[src/design/kmsd_pkg.sv]
// Shared types and constants for the keypad matrix scanner.
// Holds scan and key phase codes, register indexes and reset values.
// No dependencies.
`default_nettype none

package kmsd_pkg;

    typedef enum logic [3:0] {
        PH_INIT     = 4'b0001,
        PH_ROW_LOW  = 4'b0010,
        PH_CHECK    = 4'b0100,
        PH_ROW_HIGH = 4'b1000
    } scan_phase_t;

    typedef enum logic [3:0] {
        KEY_IDLE       = 4'b0001,
        KEY_PRESS_DB   = 4'b0010,
        KEY_PRESSED    = 4'b0100,
        KEY_RELEASE_DB = 4'b1000
    } key_phase_t;

    typedef enum logic [3:0] {
        CTL_IDLE   = 4'b0001,
        CTL_READ   = 4'b0010,
        CTL_UPDATE = 4'b0100,
        CTL_FINISH = 4'b1000
    } ctl_state_t;

    typedef struct packed {
        key_phase_t  phase;
        logic [15:0] start;
        logic        evt;
        logic        released;
    } key_upd_t;

    localparam logic [2:0] CFG_DEBOUNCE    = 3'd0;
    localparam logic [2:0] CFG_SETTLE      = 3'd1;
    localparam logic [2:0] CFG_NC_MASK     = 3'd2;
    localparam logic [2:0] CFG_PRESS_MASK  = 3'd3;
    localparam logic [2:0] CFG_RELEASE_MASK = 3'd4;

    localparam logic [14:0] DEBOUNCE_RESET = 15'd20;
    localparam logic [14:0] SETTLE_RESET   = 15'd2;

endpackage

`default_nettype wire

[src/design/keypad_matrix_scan_debounce.sv]
// Keypad matrix scanner: one scan step per input word, one row phase per step.
// A step that does not sample columns gives its single result word, registered, in
// the cycle after acceptance. A sampling step (settle time reached) walks the row's
// keys through the single-port key state memory, a read state and an update state
// per column plus a closing state; an update that must push out a held event, and
// the closing state, wait while the result side stalls. Events come in rising column
// order, the last word of a step carries tlast. Depends on kmsd_pkg and kmsd_key_update.
`default_nettype none

module keypad_matrix_scan_debounce #(
    parameter int ROWS    = 4,
    parameter int COLUMNS = 4
) (
    input  logic        aclk,
    input  logic        aresetn,
    input  logic        s_tvalid,
    output logic        s_tready,
    input  logic [7:0]  s_tdata,    // tick, column_levels[3:0], zero pad
    output logic        m_tvalid,
    input  logic        m_tready,
    output logic [7:0]  m_tdata,    // row_drive[3:0], event_row[1:0], event_column[1:0]
    output logic [1:0]  m_tuser,    // event_valid, event_released
    output logic        m_tlast,
    input  logic        cfg_valid,
    output logic        cfg_ready,
    input  logic [2:0]  cfg_index,
    input  logic [15:0] cfg_data
);
    import kmsd_pkg::*;

    localparam int KEYS   = ROWS * COLUMNS;
    localparam int KEY_W  = (KEYS > 1) ? $clog2(KEYS) : 1;
    localparam int ROW_W  = (ROWS > 1) ? $clog2(ROWS) : 1;
    localparam int COL_W  = (COLUMNS > 1) ? $clog2(COLUMNS) : 1;
    localparam int MEM_W  = 20;
    localparam logic [ROW_W-1:0] ROW_LAST = ROW_W'(ROWS - 1);
    localparam logic [COL_W-1:0] COL_LAST = COL_W'(COLUMNS - 1);

    // configuration
    logic [14:0] debounce_reg;
    logic [14:0] settle_reg;
    logic [15:0] nc_mask_reg;
    logic [15:0] press_mask_reg;
    logic [15:0] release_mask_reg;

    // scan state
    scan_phase_t      scan_phase_reg, scan_phase_next;
    logic [ROW_W-1:0] current_row_reg, current_row_next;
    logic [15:0]      tick_count_reg, tick_count_next;
    logic [15:0]      settle_start_reg, settle_start_next;
    logic [3:0]       row_levels_reg, row_levels_next;
    logic [3:0]       levels_reg;

    // column walk
    ctl_state_t       ctl_reg, ctl_next;
    logic [COL_W-1:0] col_reg, col_next;
    logic             pend_valid_reg, pend_valid_next;
    logic [1:0]       pend_col_reg, pend_col_next;
    logic             pend_rel_reg, pend_rel_next;

    // key state memory
    logic [MEM_W-1:0] key_mem [KEYS];
    logic [MEM_W-1:0] rd_data_reg;
    logic [KEY_W-1:0] addr_reg;
    logic [KEY_W-1:0] rd_addr;
    logic [KEYS-1:0]  valid_reg;
    logic             rd_en;
    logic             wr_en;

    // output word
    logic             out_load;
    logic [3:0]       out_drive;
    logic             out_evt;
    logic [1:0]       out_col;
    logic             out_rel;
    logic             out_last;
    logic             out_free;
    logic             m_tvalid_reg;
    logic [7:0]       m_tdata_reg;
    logic [1:0]       m_tuser_reg;
    logic             m_tlast_reg;

    logic             s_acc;
    logic [15:0]      tick_inc;
    logic [15:0]      settle_age;
    logic             settle_done;
    logic             start_cols;
    logic [1:0]       row_lo;
    logic             key_level;
    logic             key_nc;
    logic             key_press_rep;
    logic             key_release_rep;
    key_phase_t       phase_rd;
    key_upd_t         upd;

    assign cfg_ready = 1'b1;
    assign out_free  = !m_tvalid_reg || m_tready;
    assign s_tready  = (ctl_reg == CTL_IDLE) && out_free;
    assign s_acc     = s_tvalid && s_tready;

    assign tick_inc    = tick_count_reg + 16'(s_tdata[0]);
    assign settle_age  = tick_inc - settle_start_reg;
    assign settle_done = (settle_age >= {1'b0, settle_reg});
    assign row_lo      = 2'(current_row_reg);

    always_ff @(posedge aclk) begin
        if (!aresetn) begin
            debounce_reg     <= DEBOUNCE_RESET;
            settle_reg       <= SETTLE_RESET;
            nc_mask_reg      <= '0;
            press_mask_reg   <= '0;
            release_mask_reg <= '0;
        end else if (cfg_valid && cfg_ready) begin
            case (cfg_index)
                CFG_DEBOUNCE:     debounce_reg     <= cfg_data[14:0];
                CFG_SETTLE:       settle_reg       <= cfg_data[14:0];
                CFG_NC_MASK:      nc_mask_reg      <= cfg_data;
                CFG_PRESS_MASK:   press_mask_reg   <= cfg_data;
                CFG_RELEASE_MASK: release_mask_reg <= cfg_data;
                default: ;
            endcase
        end
    end

    always_comb begin
        scan_phase_next   = scan_phase_reg;
        current_row_next  = current_row_reg;
        tick_count_next   = tick_count_reg;
        settle_start_next = settle_start_reg;
        row_levels_next   = row_levels_reg;
        start_cols        = 1'b0;
        if (s_acc) begin
            tick_count_next = tick_inc;
            case (scan_phase_reg)
                PH_INIT: begin
                    row_levels_next  = 4'hF;
                    current_row_next = '0;
                    scan_phase_next  = PH_ROW_LOW;
                end
                PH_ROW_LOW: begin
                    row_levels_next   = row_levels_reg & ~(4'b0001 << row_lo);
                    settle_start_next = tick_inc;
                    scan_phase_next   = PH_CHECK;
                end
                PH_CHECK: begin
                    if (settle_done) begin
                        start_cols      = 1'b1;
                        scan_phase_next = PH_ROW_HIGH;
                    end
                end
                default: begin
                    row_levels_next  = row_levels_reg | (4'b0001 << row_lo);
                    current_row_next = (current_row_reg == ROW_LAST) ? '0
                                     : current_row_reg + 1'b1;
                    scan_phase_next  = PH_ROW_LOW;
                end
            endcase
        end
    end

    always_ff @(posedge aclk) begin
        if (!aresetn) begin
            scan_phase_reg   <= PH_INIT;
            current_row_reg  <= '0;
            tick_count_reg   <= '0;
            settle_start_reg <= '0;
            row_levels_reg   <= 4'hF;
        end else begin
            scan_phase_reg   <= scan_phase_next;
            current_row_reg  <= current_row_next;
            tick_count_reg   <= tick_count_next;
            settle_start_reg <= settle_start_next;
            row_levels_reg   <= row_levels_next;
        end
    end

    always_ff @(posedge aclk) begin
        if (s_acc) begin
            levels_reg <= s_tdata[4:1];
        end
    end

    // key lookup for the column under work
    assign rd_addr  = KEY_W'(int'(current_row_reg) * COLUMNS + int'(col_reg));
    assign phase_rd = valid_reg[addr_reg] ? key_phase_t'(rd_data_reg[19:16]) : KEY_IDLE;
    assign key_level       = (int'(col_reg) < 4) ? levels_reg[2'(col_reg)] : 1'b0;
    assign key_nc          = (int'(addr_reg) < 16) ? nc_mask_reg[4'(addr_reg)] : 1'b0;
    assign key_press_rep   = (int'(addr_reg) < 16) ? press_mask_reg[4'(addr_reg)] : 1'b0;
    assign key_release_rep = (int'(addr_reg) < 16) ? release_mask_reg[4'(addr_reg)] : 1'b0;

    kmsd_key_update u_key_update (
        .phase_in       (phase_rd),
        .start_in       (rd_data_reg[15:0]),
        .level          (key_level),
        .nc_bit         (key_nc),
        .press_rep      (key_press_rep),
        .release_rep    (key_release_rep),
        .tick_count     (tick_count_reg),
        .debounce_ticks (debounce_reg),
        .upd            (upd)
    );

    always_comb begin
        ctl_next        = ctl_reg;
        col_next        = col_reg;
        pend_valid_next = pend_valid_reg;
        pend_col_next   = pend_col_reg;
        pend_rel_next   = pend_rel_reg;
        rd_en           = 1'b0;
        wr_en           = 1'b0;
        out_load        = 1'b0;
        out_drive       = row_levels_reg;
        out_evt         = 1'b0;
        out_col         = 2'd0;
        out_rel         = 1'b0;
        out_last        = 1'b1;
        case (ctl_reg)
            CTL_IDLE: begin
                if (s_acc) begin
                    if (start_cols) begin
                        col_next = '0;
                        ctl_next = CTL_READ;
                    end else begin
                        out_load  = 1'b1;
                        out_drive = row_levels_next;
                    end
                end
            end
            CTL_READ: begin
                rd_en    = 1'b1;
                ctl_next = CTL_UPDATE;
            end
            CTL_UPDATE: begin
                // a new event pushes the held one out, wait if the output is busy
                if (!(upd.evt && pend_valid_reg && !out_free)) begin
                    wr_en = 1'b1;
                    if (upd.evt) begin
                        if (pend_valid_reg) begin
                            out_load = 1'b1;
                            out_evt  = 1'b1;
                            out_col  = pend_col_reg;
                            out_rel  = pend_rel_reg;
                            out_last = 1'b0;
                        end
                        pend_valid_next = 1'b1;
                        pend_col_next   = 2'(col_reg);
                        pend_rel_next   = upd.released;
                    end
                    if (col_reg == COL_LAST) begin
                        ctl_next = CTL_FINISH;
                    end else begin
                        col_next = col_reg + 1'b1;
                        ctl_next = CTL_READ;
                    end
                end
            end
            CTL_FINISH: begin
                if (out_free) begin
                    out_load        = 1'b1;
                    out_evt         = pend_valid_reg;
                    out_col         = pend_valid_reg ? pend_col_reg : 2'd0;
                    out_rel         = pend_valid_reg && pend_rel_reg;
                    pend_valid_next = 1'b0;
                    ctl_next        = CTL_IDLE;
                end
            end
            default: begin
                ctl_next = CTL_IDLE;
            end
        endcase
    end

    always_ff @(posedge aclk) begin
        if (!aresetn) begin
            ctl_reg        <= CTL_IDLE;
            col_reg        <= '0;
            pend_valid_reg <= 1'b0;
            valid_reg      <= '0;
        end else begin
            ctl_reg        <= ctl_next;
            col_reg        <= col_next;
            pend_valid_reg <= pend_valid_next;
            if (wr_en) begin
                valid_reg[addr_reg] <= 1'b1;
            end
        end
    end

    always_ff @(posedge aclk) begin
        pend_col_reg <= pend_col_next;
        pend_rel_reg <= pend_rel_next;
    end

    always_ff @(posedge aclk) begin
        if (rd_en) begin
            rd_data_reg <= key_mem[rd_addr];
            addr_reg    <= rd_addr;
        end
        if (wr_en) begin
            key_mem[addr_reg] <= {upd.phase, upd.start};
        end
    end

    always_ff @(posedge aclk) begin
        if (!aresetn) begin
            m_tvalid_reg <= 1'b0;
        end else if (out_load) begin
            m_tvalid_reg <= 1'b1;
        end else if (m_tready) begin
            m_tvalid_reg <= 1'b0;
        end
    end

    always_ff @(posedge aclk) begin
        if (out_load) begin
            m_tdata_reg <= {out_col, (out_evt ? row_lo : 2'd0), out_drive};
            m_tuser_reg <= {out_rel, out_evt};
            m_tlast_reg <= out_last;
        end
    end

    assign m_tvalid = m_tvalid_reg;
    assign m_tdata  = m_tdata_reg;
    assign m_tuser  = m_tuser_reg;
    assign m_tlast  = m_tlast_reg;

    a_one_row_low: assert property (@(posedge aclk) disable iff (!aresetn)
        $countones(~row_levels_reg) <= 1)
        else $error("more than one row driven low");

    a_no_event_is_last: assert property (@(posedge aclk) disable iff (!aresetn)
        m_tvalid && !m_tuser[0] |-> m_tlast)
        else $error("word without event is not last");

    a_pending_not_idle: assert property (@(posedge aclk) disable iff (!aresetn)
        pend_valid_reg |-> ctl_reg != CTL_IDLE)
        else $error("held event left behind after step");

    a_sample_starts_walk: assert property (@(posedge aclk) disable iff (!aresetn)
        s_acc && start_cols |=> ctl_reg == CTL_READ && col_reg == '0)
        else $error("column walk did not start");

endmodule

`default_nettype wire

[src/design/kmsd_key_update.sv]
// Debounce step for one key: next phase, start time and event.
// Depends on kmsd_pkg.
`default_nettype none

module kmsd_key_update (
    input  kmsd_pkg::key_phase_t phase_in,
    input  logic [15:0]          start_in,
    input  logic                 level,
    input  logic                 nc_bit,
    input  logic                 press_rep,
    input  logic                 release_rep,
    input  logic [15:0]          tick_count,
    input  logic [14:0]          debounce_ticks,
    output kmsd_pkg::key_upd_t   upd
);
    import kmsd_pkg::*;

    logic pressed;
    logic elapsed;
    logic [15:0] age;

    assign pressed = (level == nc_bit);
    assign age     = tick_count - start_in;
    assign elapsed = (age >= {1'b0, debounce_ticks});

    always_comb begin
        upd.phase    = phase_in;
        upd.start    = start_in;
        upd.evt      = 1'b0;
        upd.released = 1'b0;
        case (phase_in)
            KEY_IDLE: begin
                if (pressed) begin
                    upd.start = tick_count;
                    upd.phase = KEY_PRESS_DB;
                end
            end
            KEY_PRESS_DB: begin
                if (!pressed) begin
                    upd.phase = KEY_IDLE;
                end else if (elapsed) begin
                    upd.phase = KEY_PRESSED;
                    upd.evt   = press_rep;
                end
            end
            KEY_PRESSED: begin
                if (!pressed) begin
                    upd.start = tick_count;
                    upd.phase = KEY_RELEASE_DB;
                end
            end
            default: begin
                if (pressed) begin
                    upd.phase = KEY_PRESSED;
                end else if (elapsed) begin
                    upd.phase    = KEY_IDLE;
                    upd.evt      = release_rep;
                    upd.released = 1'b1;
                end
            end
        endcase
    end

endmodule

`default_nettype wire
[config.mk]
export PLATFORM = sky130hd
export DESIGN_NAME = keypad_matrix_scan_debounce
export DESIGN_NICKNAME = d
export VERILOG_FILES = /design/src/design/kmsd_pkg.sv /design/src/design/keypad_matrix_scan_debounce.sv /design/src/design/kmsd_key_update.sv
export SDC_FILE = /design/constraint.sdc
export NUM_CORES = 1
export LEC_CHECK = 0
export ABC_AREA = 1
export CAP_MARGIN = 10
export CORE_MARGIN = 2
export CORE_UTILIZATION = 25
export CTS_BUF_LIST = sky130_fd_sc_hd__clkbuf_4 sky130_fd_sc_hd__clkbuf_8
export DETAILED_ROUTE_END_ITERATION = 12
export DONT_BUFFER_PORTS = 1
export GPL_TIMING_DRIVEN = 0
export PLACE_DENSITY = 0.48
export SYNTH_ARGS = -nofsm -noshare
export SYNTH_HDL_FRONTEND = slang
export SYNTH_HIERARCHICAL = 1
export SYNTH_SLANG_ARGS = --single-unit
[constraint.sdc]
create_clock -name aclk -period 14.5 [get_ports aclk]
set_input_delay 2.9 -clock aclk [delete_from_list [all_inputs] [get_ports aclk]]
set_output_delay 2.9 -clock aclk [all_outputs]
set_load 0.02 [all_outputs]
# [After elaboration in Yosys (flattened, before gate mapping)]
# Memory sizes are Yosys's and may differ from the RTL's. A register that Yosys moved wholly into a read port is not among the register bits.
# Cells that the tools add are included.
[word_totals] ff_bits=166 latch_bits=0 ramBits=320 romBits=0 word_cells=177 n_memories=1
[op_classes] n_addsub=6 n_mul=0 n_div=0 order_cmp=5 eq_ne=24 n_shift=1 n_mux=80 bitwise=8 n_reduce_logical=29
[memory_table] name="key_mem" words=16 width=20 read_ports=1 rd_clocked_by_memory_dff=1 write_ports=1 line_no="keypad_matrix_scan_debounce.sv:62" text="logic [MEM_W-1:0] key_mem [KEYS];"
[ops] cell="$mux 4" n=15
[ops] cell="$mux 20" n=2
[ops] cell="$mux 1" n=33
[ops] cell="$ge 16x15->1" n=2
[ops] cell="$pmux 16 s2" n=1
[ops] cell="$sub 16x16->16" n=2
[ops] cell="$pmux 4 s3" n=2
[ops] cell="$mux 2" n=11
[ops] cell="$add 16x1->16" n=1
[ops] cell="$bmux 1 s4" n=4
[ops] cell="$or 16x16->16" n=1
[ops] cell="$pmux 4 s4" n=1
[ops] cell="$reduce_and 2->1" n=8
[ops] cell="$ne 2x2->1 const B" n=7
[ops] cell="$eq 4x1->1 const B" n=3
[ops] cell="$eq 4x2->1 const B" n=3
[ops] cell="$eq 4x3->1 const B" n=3
[ops] cell="$pmux 2 s2" n=3
[ops] cell="$pmux 1 s2" n=4
[ops] cell="$pmux 4 s2" n=1
[ops] cell="$reduce_and 4->1" n=2
[ops] cell="$eq 3x2->1 const B" n=2
[ops] cell="$logic_and 1x1->1" n=6
[ops] cell="$reduce_bool 2->1" n=3
[ops] cell="26 further kinds" n=33

# [Depth between registers and ports, before layout]
# Gate-level depths: netlist of the first run.
[logic_depth] word_depth=12 depth_mapped=32 depth_no_buf=32

# [By module]
# The synthesis of the first run kept the hierarchy.
[modules_own_cells] mod="keypad_matrix_scan_debounce" instances=1 cells_per_inst=1924 area_per_inst_um2=20898.8 seq_area_each_um2=13753.2
[modules_own_cells] mod="kmsd_key_update" instances=1 cells_per_inst=269 area_per_inst_um2=1545.2 seq_area_each_um2=0.0

# [Worst setup path before layout of the first run]
# Ideal clock, no wire load.
[synth_path] kind="input to register" start="input port s_tdata[0]" end="register m_tvalid_reg (netlist: m_tvalid)" setup_time_ns=0.116 t_arrival_ns=6.449 required_time_ns=14.384 path_slack_ns=7.935 path_stages=22 cell_sequence="ha_1 -> ha_1 -> inv_1 -> fa_1 -> nand3b_1 -> and2_1 -> o221ai_1 -> nand2_1 -> o2bb2ai_1 -> o21ai_0 -> xor2_1 -> inv_1 -> ha_1 -> nand3_1 -> nor4b_1 -> nand3_1 -> nand2_2 -> nand2_1 -> nand2_1 -> nand3_1 -> o21ai_1 -> inv_1"
[synth_via] elab_chain_cells=10 word_cells_on_any_way=11
[synth_rtl] element="start: declaration" line_no="keypad_matrix_scan_debounce.sv:18" text="input logic [7:0] s_tdata,"
[synth_rtl] element="$add 16x1->16 *" line_no="keypad_matrix_scan_debounce.sv:101" text="assign tick_inc = tick_count_reg + 16'(s_tdata[0]);"
[synth_rtl] element="via tick_inc[1]" line_no="keypad_matrix_scan_debounce.sv:84" text="logic [15:0] tick_inc;"
[synth_rtl] element="$sub 16x16->16 *" line_no="keypad_matrix_scan_debounce.sv:102" text="assign settle_age = tick_inc - settle_start_reg;"
[synth_rtl] element="$ge 16x15->1 *" line_no="keypad_matrix_scan_debounce.sv:103" text="assign settle_done = (settle_age >= {1'b0, settle_reg});"
[synth_rtl] element="$mux 1 *" line_no="keypad_matrix_scan_debounce.sv:146" text="if (settle_done) begin"
[synth_rtl] element="$mux 1 *" line_no="keypad_matrix_scan_debounce.sv:134" text="case (scan_phase_reg)"
[synth_rtl] element="$mux 1 *" line_no="keypad_matrix_scan_debounce.sv:132" text="if (s_acc) begin"
[synth_rtl] element="$mux 1 *" line_no="keypad_matrix_scan_debounce.sv:220" text="if (start_cols) begin"
[synth_rtl] element="$mux 1 *" line_no="keypad_matrix_scan_debounce.sv:219" text="if (s_acc) begin"
[synth_rtl] element="$pmux 1 s3 *" line_no="keypad_matrix_scan_debounce.sv:217" text="case (ctl_reg)"
[synth_rtl] element="via out_load" line_no="keypad_matrix_scan_debounce.sv:71" text="logic out_load;"
[synth_rtl] element="$mux 1 or $reduce_bool 2->1 (tied branches)"
[synth_rtl] element="end signal: assignment" line_no="keypad_matrix_scan_debounce.sv:306" text="m_tvalid_reg <= 1'b0;"
[synth_rtl] element="end signal: assignment" line_no="keypad_matrix_scan_debounce.sv:308" text="m_tvalid_reg <= 1'b1;"
[synth_rtl] element="end signal: assignment" line_no="keypad_matrix_scan_debounce.sv:310" text="m_tvalid_reg <= 1'b0;"
[synth_rtl] element="end: declaration" line_no="keypad_matrix_scan_debounce.sv:78" text="logic m_tvalid_reg;"
# Mark *: on every way through the listed nets, which the timed path passes. The rest lies on a longest branch.
# A chain may end at the register's enable or synchronous reset.

# [Final worst setup path of the first run]
# Same ends and word-level chain as after synthesis.

==> results.cfg, run 1 <==
[drt]
vias = 17057
drtPass1Iterations = 6
drt_wl_total_um = 74000
drt_iter0_drc = 1767
ant_nets = 0
routed_via_density = 4.83
drc = 0
wl_per_cell_um = 21.0

[yosys]
synth_top_area_frac = 0.484
synthFlopType = edfxtp_1
netlist_area_um2 = 22400
avgSynthCellArea_um2 = 10.2
yosys.area.top_type = edfxtp_1
ys_async_sr_fraction = 0
synth.area.top_cells = edfxtp_1 (48%), dfxtp_1 (13%), o21ai_0 (6.2%)
ys_seq_elements = 506
ys_warn_count = 6
synth_edf_count = 362
syn-num-nets = 2295
syn_inst = 2193
synth_seq_area_share = 0.613
synth_cell_type_count = 58

[critical_path]
critPathLaunchType = input pin
crit_required_ps = 15070
cp-end-kind = flop
cp.arrival_ps = 7230
r2r_slack_ps = 9370
critPathMaxFanout = 12
path_class = input pin to flop

[clocking]
post_cts_buffers = 0
clock-sinks = 506
cts_root_buf = clkbuf_8
clock_latency_ps = 700
clockBufferDepth = 3
ctsHoldBuffers = 0
cts_buffers = 82
tritoncts = yes
ctsResizeCount = 0
htreeDepth = 3
clk_pin_slew_ps = 60

[floorplanning]
die_height_um = 304
coreArea_um2 = 88600
placementRows = 109
pin_count = 46
die_w_um = 304
die_area_um2 = 92200
start_util = 0.253

[outcome]
status = complete, no violations

[layout]
final_common_cell = edfxtp_1
final_nets = 2403
layout_common_cells = edfxtp_1 (362), nor2_1 (349), o21ai_0 (276)
largest_register_ffs = 320
finalInstanceArea_um2 = 26100
n_fill_cell = 9143
drive_above_1_share = 0.0972
area_growth_pct = 16.4

[placed_design]
io_buffers = 0
dpl.hpwl_um = 50400
gp_congestion = 0.841
placed_area_um2 = 24500

[timing]
finalCriticalPeriod_ps = 6660
finalSetupTns_ps = 0
setup_violations = 0
period_share = 0.459
clock.fmax_mhz = 150
tightest_slew_ps = 1160
slew_viol_final = 0
finalClockSkew_ps = 33.8
maxSlewHeadroom = 0.219
rsz0062_at_grt = no
hold_viol_final = 0

[global_route]
antenna_found_initial = 2
grt-ovfl-total = 0
first_global_vias = 16539
grt_pass1_wl_um = 108000
gr-usage-all-layers = 0.157
grt_max_degree = 25

[hold_path]
hold_path.class = flop to flop

[flow_run]
max-cap-violations = 0

[power_and_ir_drop]
vdd_drop_max_mv = 0.0761
power_density_nw_per_um2 = 192
p_leak_nw = 9.35
power_mw = 5.02
Yosys cell counts, types with 3 or more instances:
cell,number
nor2_4,4
a221o_1,3
xnor2_1,14
xor2_1,23
nor2_1,365
a21o_1,3
a211oi_1,9
o31ai_1,3
o21ai_0,276
o211ai_1,20
nand2_4,5
o221ai_1,65
a221oi_1,3
nand2_1,180
o21a_1,11
nor3b_1,3
a22o_1,4
nor3_1,8
inv_2,6
nand4_1,3
edfxtp_1,362
o22ai_1,25
nand3_1,83
a21oi_1,105
inv_1,213
dfxtp_1,144
buf_2,8
o21ai_1,6
clkbuf_1,95
nand3b_1,3
nor4_1,3
o21bai_1,3
nand2_2,11
nor2_2,6
a31oi_1,13
ha_1,68
buf_1,4
a22oi_1,8
kinds of logic after synthesis:
logic type                 count (synthesis)  share of synthesized area
and+or+nand+nor                          683                      0.128
other                                      1                   0.000167
AOI/OAI and AO/OA                        566                      0.149
muxes                                      2                    0.00100
buffers and inverters                    328                     0.0555
adders and majority gates                 70                     0.0397
DFF                                      506                      0.613
xor gates and xnor gates                  37                     0.0144
power by group:
group          internal, mW  switching (mW)
sequential             1.81          0.0894
combinational         0.566            1.28
clock                 0.666           0.609
critical path, cell delays in order:
cell	delay [ps]
ha_1	170
ha_1	370
inv_1	120
fa_1	440
nand3b_1	160
and2_1	200
o221ai_1	300
nand2_1	100
o2bb2ai_1	160
o21ai_0	220
xor2_1	190
inv_1	60
ha_1	270
nand3_1	90
nor4b_1	240
nand3_1	130
nand2_2	150
nand2_1	70
nand2_1	140
nand3_1	410
o21ai_1	270
inv_1	50
path summary, 6_finish.rpt:
path / end / startpoint / cells past startpoint
max: m_tvalid / s_tdata[0] / 22
min: press_mask_reg[9] / press_mask_reg[9] / 2
max reg2reg: key_mem[0][16] / tick_count_reg[3] / 27
min reg2reg: press_mask_reg[9] / press_mask_reg[9] / 2
cell type report:
cell class / instances / area [µm²] / share of cell area
clock buffer: 112 / 1400 / 0.0535
inverter: 220 / 826 / 0.0316
multi-input combinational: 1359 / 7600 / 0.291
timing repair buffer: 24 / 418 / 0.0160
buffer: 108 / 419 / 0.0160
clock inverter: 37 / 249 / 0.00953
sequential: 506 / 13800 / 0.526
tap: 1165 / 1460 / 0.0558
antenna: 1 / 2.50 / 0.0000958
metrics by stage:
step / util / worst slack, ps / cells / hold WS [ps]
after floorplan: - / 7940 / 2193 / 430
after global placement: 0.270 / 7240 / 3358 / 438
after detailed placement: 0.276 / 7130 / 3382 / 450
after CTS: 0.295 / 7870 / 3531 / 460
after global routing: 0.295 / 7340 / 3532 / 474
final: 0.295 / 7840 / 3532 / 457
metal layers:
metal,up-vias,GRT usage,wire length (µm)
met1,8315,0.218,33900
met2,659,0.243,32600
met5,-,0,0
met3,156,0.0293,5180
met4,0,0.0568,2410
li1,7927,-,-
No activity file was read; power rests on OpenSTA's default activity.
==> inputs of run 2 (changes only) <==
--- a/config.mk
+++ b/config.mk
@@ -13,7 +13,7 @@
 export DETAILED_ROUTE_END_ITERATION = 12
 export DONT_BUFFER_PORTS = 1
 export GPL_TIMING_DRIVEN = 0
-export PLACE_DENSITY = 0.48
+export PLACE_DENSITY = 0.5
 export SYNTH_ARGS = -nofsm -noshare
 export SYNTH_HDL_FRONTEND = slang
 export SYNTH_HIERARCHICAL = 1
==> constraint.sdc (replaced) <==
create_clock -name aclk -period 6 [get_ports aclk]
set_input_delay 1.2 -clock aclk [delete_from_list [all_inputs] [get_ports aclk]]
set_output_delay 1.2 -clock aclk [all_outputs]
set_load 0.02 [all_outputs]
==> run 2 against run 1 <==
  * Critical path depth increased by 6
  * Design area grew 0.34%
  * Register-to-register slack lost 8600 ps
  * Worst setup slack got worse by 7100 ps
  * Critical path type unchanged
==> results.cfg, run 2 (synthesis results as in run 1) <==
[global_route]
grt-ovfl-total = 0
grt_max_degree = 25
gr-usage-all-layers = 0.153
first_global_vias = 16035
antenna_found_initial = 1
grt_pass1_wl_um = 105000

[critical_path]
worst-r2r-cell-count = 28
r2r_end = m_tvalid
path_class = input pin to flop
critPathLaunchType = input pin
regToRegStartpoint = tick_count_reg[0]
r2r_slack_ps = 730
cp.arrival_ps = 5840
critPathMaxFanout = 12
crit_required_ps = 6560
cp-end-kind = flop

[timing]
maxSlewHeadroom = 0.157
rsz0062_at_grt = no
finalCriticalPeriod_ps = 5280
slew_viol_final = 0
finalClockSkew_ps = 43.1
period_share = 0.880
finalSetupTns_ps = 0
hold_viol_final = 0
setup_ws_ps = 721
setup_violations = 0
clock.fmax_mhz = 189
tightest_slew_ps = 1260

[hold_path]
hold_path.class = flop to flop
min_to = press_mask_reg[10]
hold_start = press_mask_reg[10]
hold_depth = 2

[drt]
drt_iter0_drc = 1545
vias = 16811
drt_wl_total_um = 72100
drc = 0
wl_per_cell_um = 20.4
drtPass1Iterations = 5
ant_nets = 0
routed_via_density = 4.76

[layout]
multi_input_area_um2 = 7600
layout_common_cells = edfxtp_1 (362), nor2_1 (349), o21ai_0 (276)
ff_latch_area_um2 = 13800
final_common_cell = edfxtp_1
final_nets = 2407
n_fill_cell = 9246
largest_register_ffs = 320
drive_above_1_share = 0.0982
fin_util = 0.296
finalInstanceArea_um2 = 26200
area_growth_pct = 16.8

[placed_design]
dp_slack_ps = -11.3
gp_congestion = 0.838
dpl.hpwl_um = 48900
placed_area_um2 = 24500
io_buffers = 0

[outcome]
status = complete, no violations

[floorplanning]
coreArea_um2 = 88600
placementRows = 109
die_height_um = 304
pin_count = 46
die_area_um2 = 92200
die_w_um = 304
start_util = 0.253

[clocking]
cts_root_buf = clkbuf_8
clock-sinks = 506
ctsHoldBuffers = 0
tritoncts = yes
htreeDepth = 3
clockBufferDepth = 3
post_cts_buffers = 0
ctsResizeCount = 0
clock_latency_ps = 700
cts_buffers = 83
clk_pin_slew_ps = 60

[power_and_ir_drop]
vdd_drop_max_mv = 0.194
power_density_nw_per_um2 = 466
power_mw = 12.2
p_leak_nw = 9.38

[flow_run]
max-cap-violations = 0
## run 2: cell count changes in the layout (fill, tap and decap cells not counted), moves of 2 or more
cell | before | now
buf_8 | 3 | 6
bufinv_16 | 2 | 4
clkbuf_4 | 23 | 26
clkbuf_8 | 89 | 91
clkinv_1 | 19 | 14
clkinv_2 | 10 | 3
inv_6 | 2 | 0
## run 2: power breakdown
part | switching, mW | leakage (nW) | internal (mW)
Clock | 1.44 | 0.883 | 1.73
Combinational | 3.08 | 4.04 | 1.39
Sequential | 0.217 | 4.45 | 4.37
## run 2: per-layer routing
metal | GRT usage | vias up | wire length [µm]
li1 | - | 7935 | -
met2 | 0.235 | 561 | 32000
met3 | 0.0299 | 127 | 5100
met1 | 0.216 | 8188 | 33200
met5 | 0 | - | 0
met4 | 0.0495 | 0 | 1850
## run 2: worst max-delay path by stage
stage | start | to | slack [ps] | cells past startpoint
2_1_floorplan | s_tdata[0] | m_tvalid | 1140 | 22
3_3_place_gp | addr_reg[0] | key_mem[0][10] | -680 | 22
3_5_place_dp | s_tdata[0] | m_tvalid | -10 | 28
4_1_cts | tick_count_reg[0] | m_tvalid | 660 | 28
5_1_grt | tick_count_reg[0] | m_tvalid | 110 | 28
6_report | s_tdata[0] | m_tvalid | 720 | 28
## run 2: stage by stage
step,hold WS (ps),instances
2_1_floorplan,430,2193
3_3_place_gp,440,3358
3_5_place_dp,446,3385
4_1_cts,455,3528
5_1_grt,470,3530
6_report,456,3530
## run 2: critical path, cell delays in order
cell	delay, ps
ha_1	130
ha_1	180
nand2_1	80
inv_1	120
nand2_1	100
nor3_1	140
inv_1	70
nor2_1	90
inv_1	70
nor2_1	160
xor2_1	220
inv_1	110
ha_1	330
inv_1	80
nor3_1	230
nand3_1	100
nand2_1	80
xor2_1	70
ha_1	290
nand3_1	90
nor4b_1	260
nand3_1	130
nand2_2	190
nand2_1	80
nand2_1	140
nand3_1	660
o21ai_1	350
inv_1	60
## run 2: layout make-up
cell class	count	area share
clock inverters	26	0.00955
well taps	1165	0.0556
clock buffers	117	0.0552
diodes	2	0.000191
flip-flops and latches	506	0.525
multi-input cells	1359	0.290
plain buffers	108	0.0160
repair buffers	27	0.0172
inverters	220	0.0315
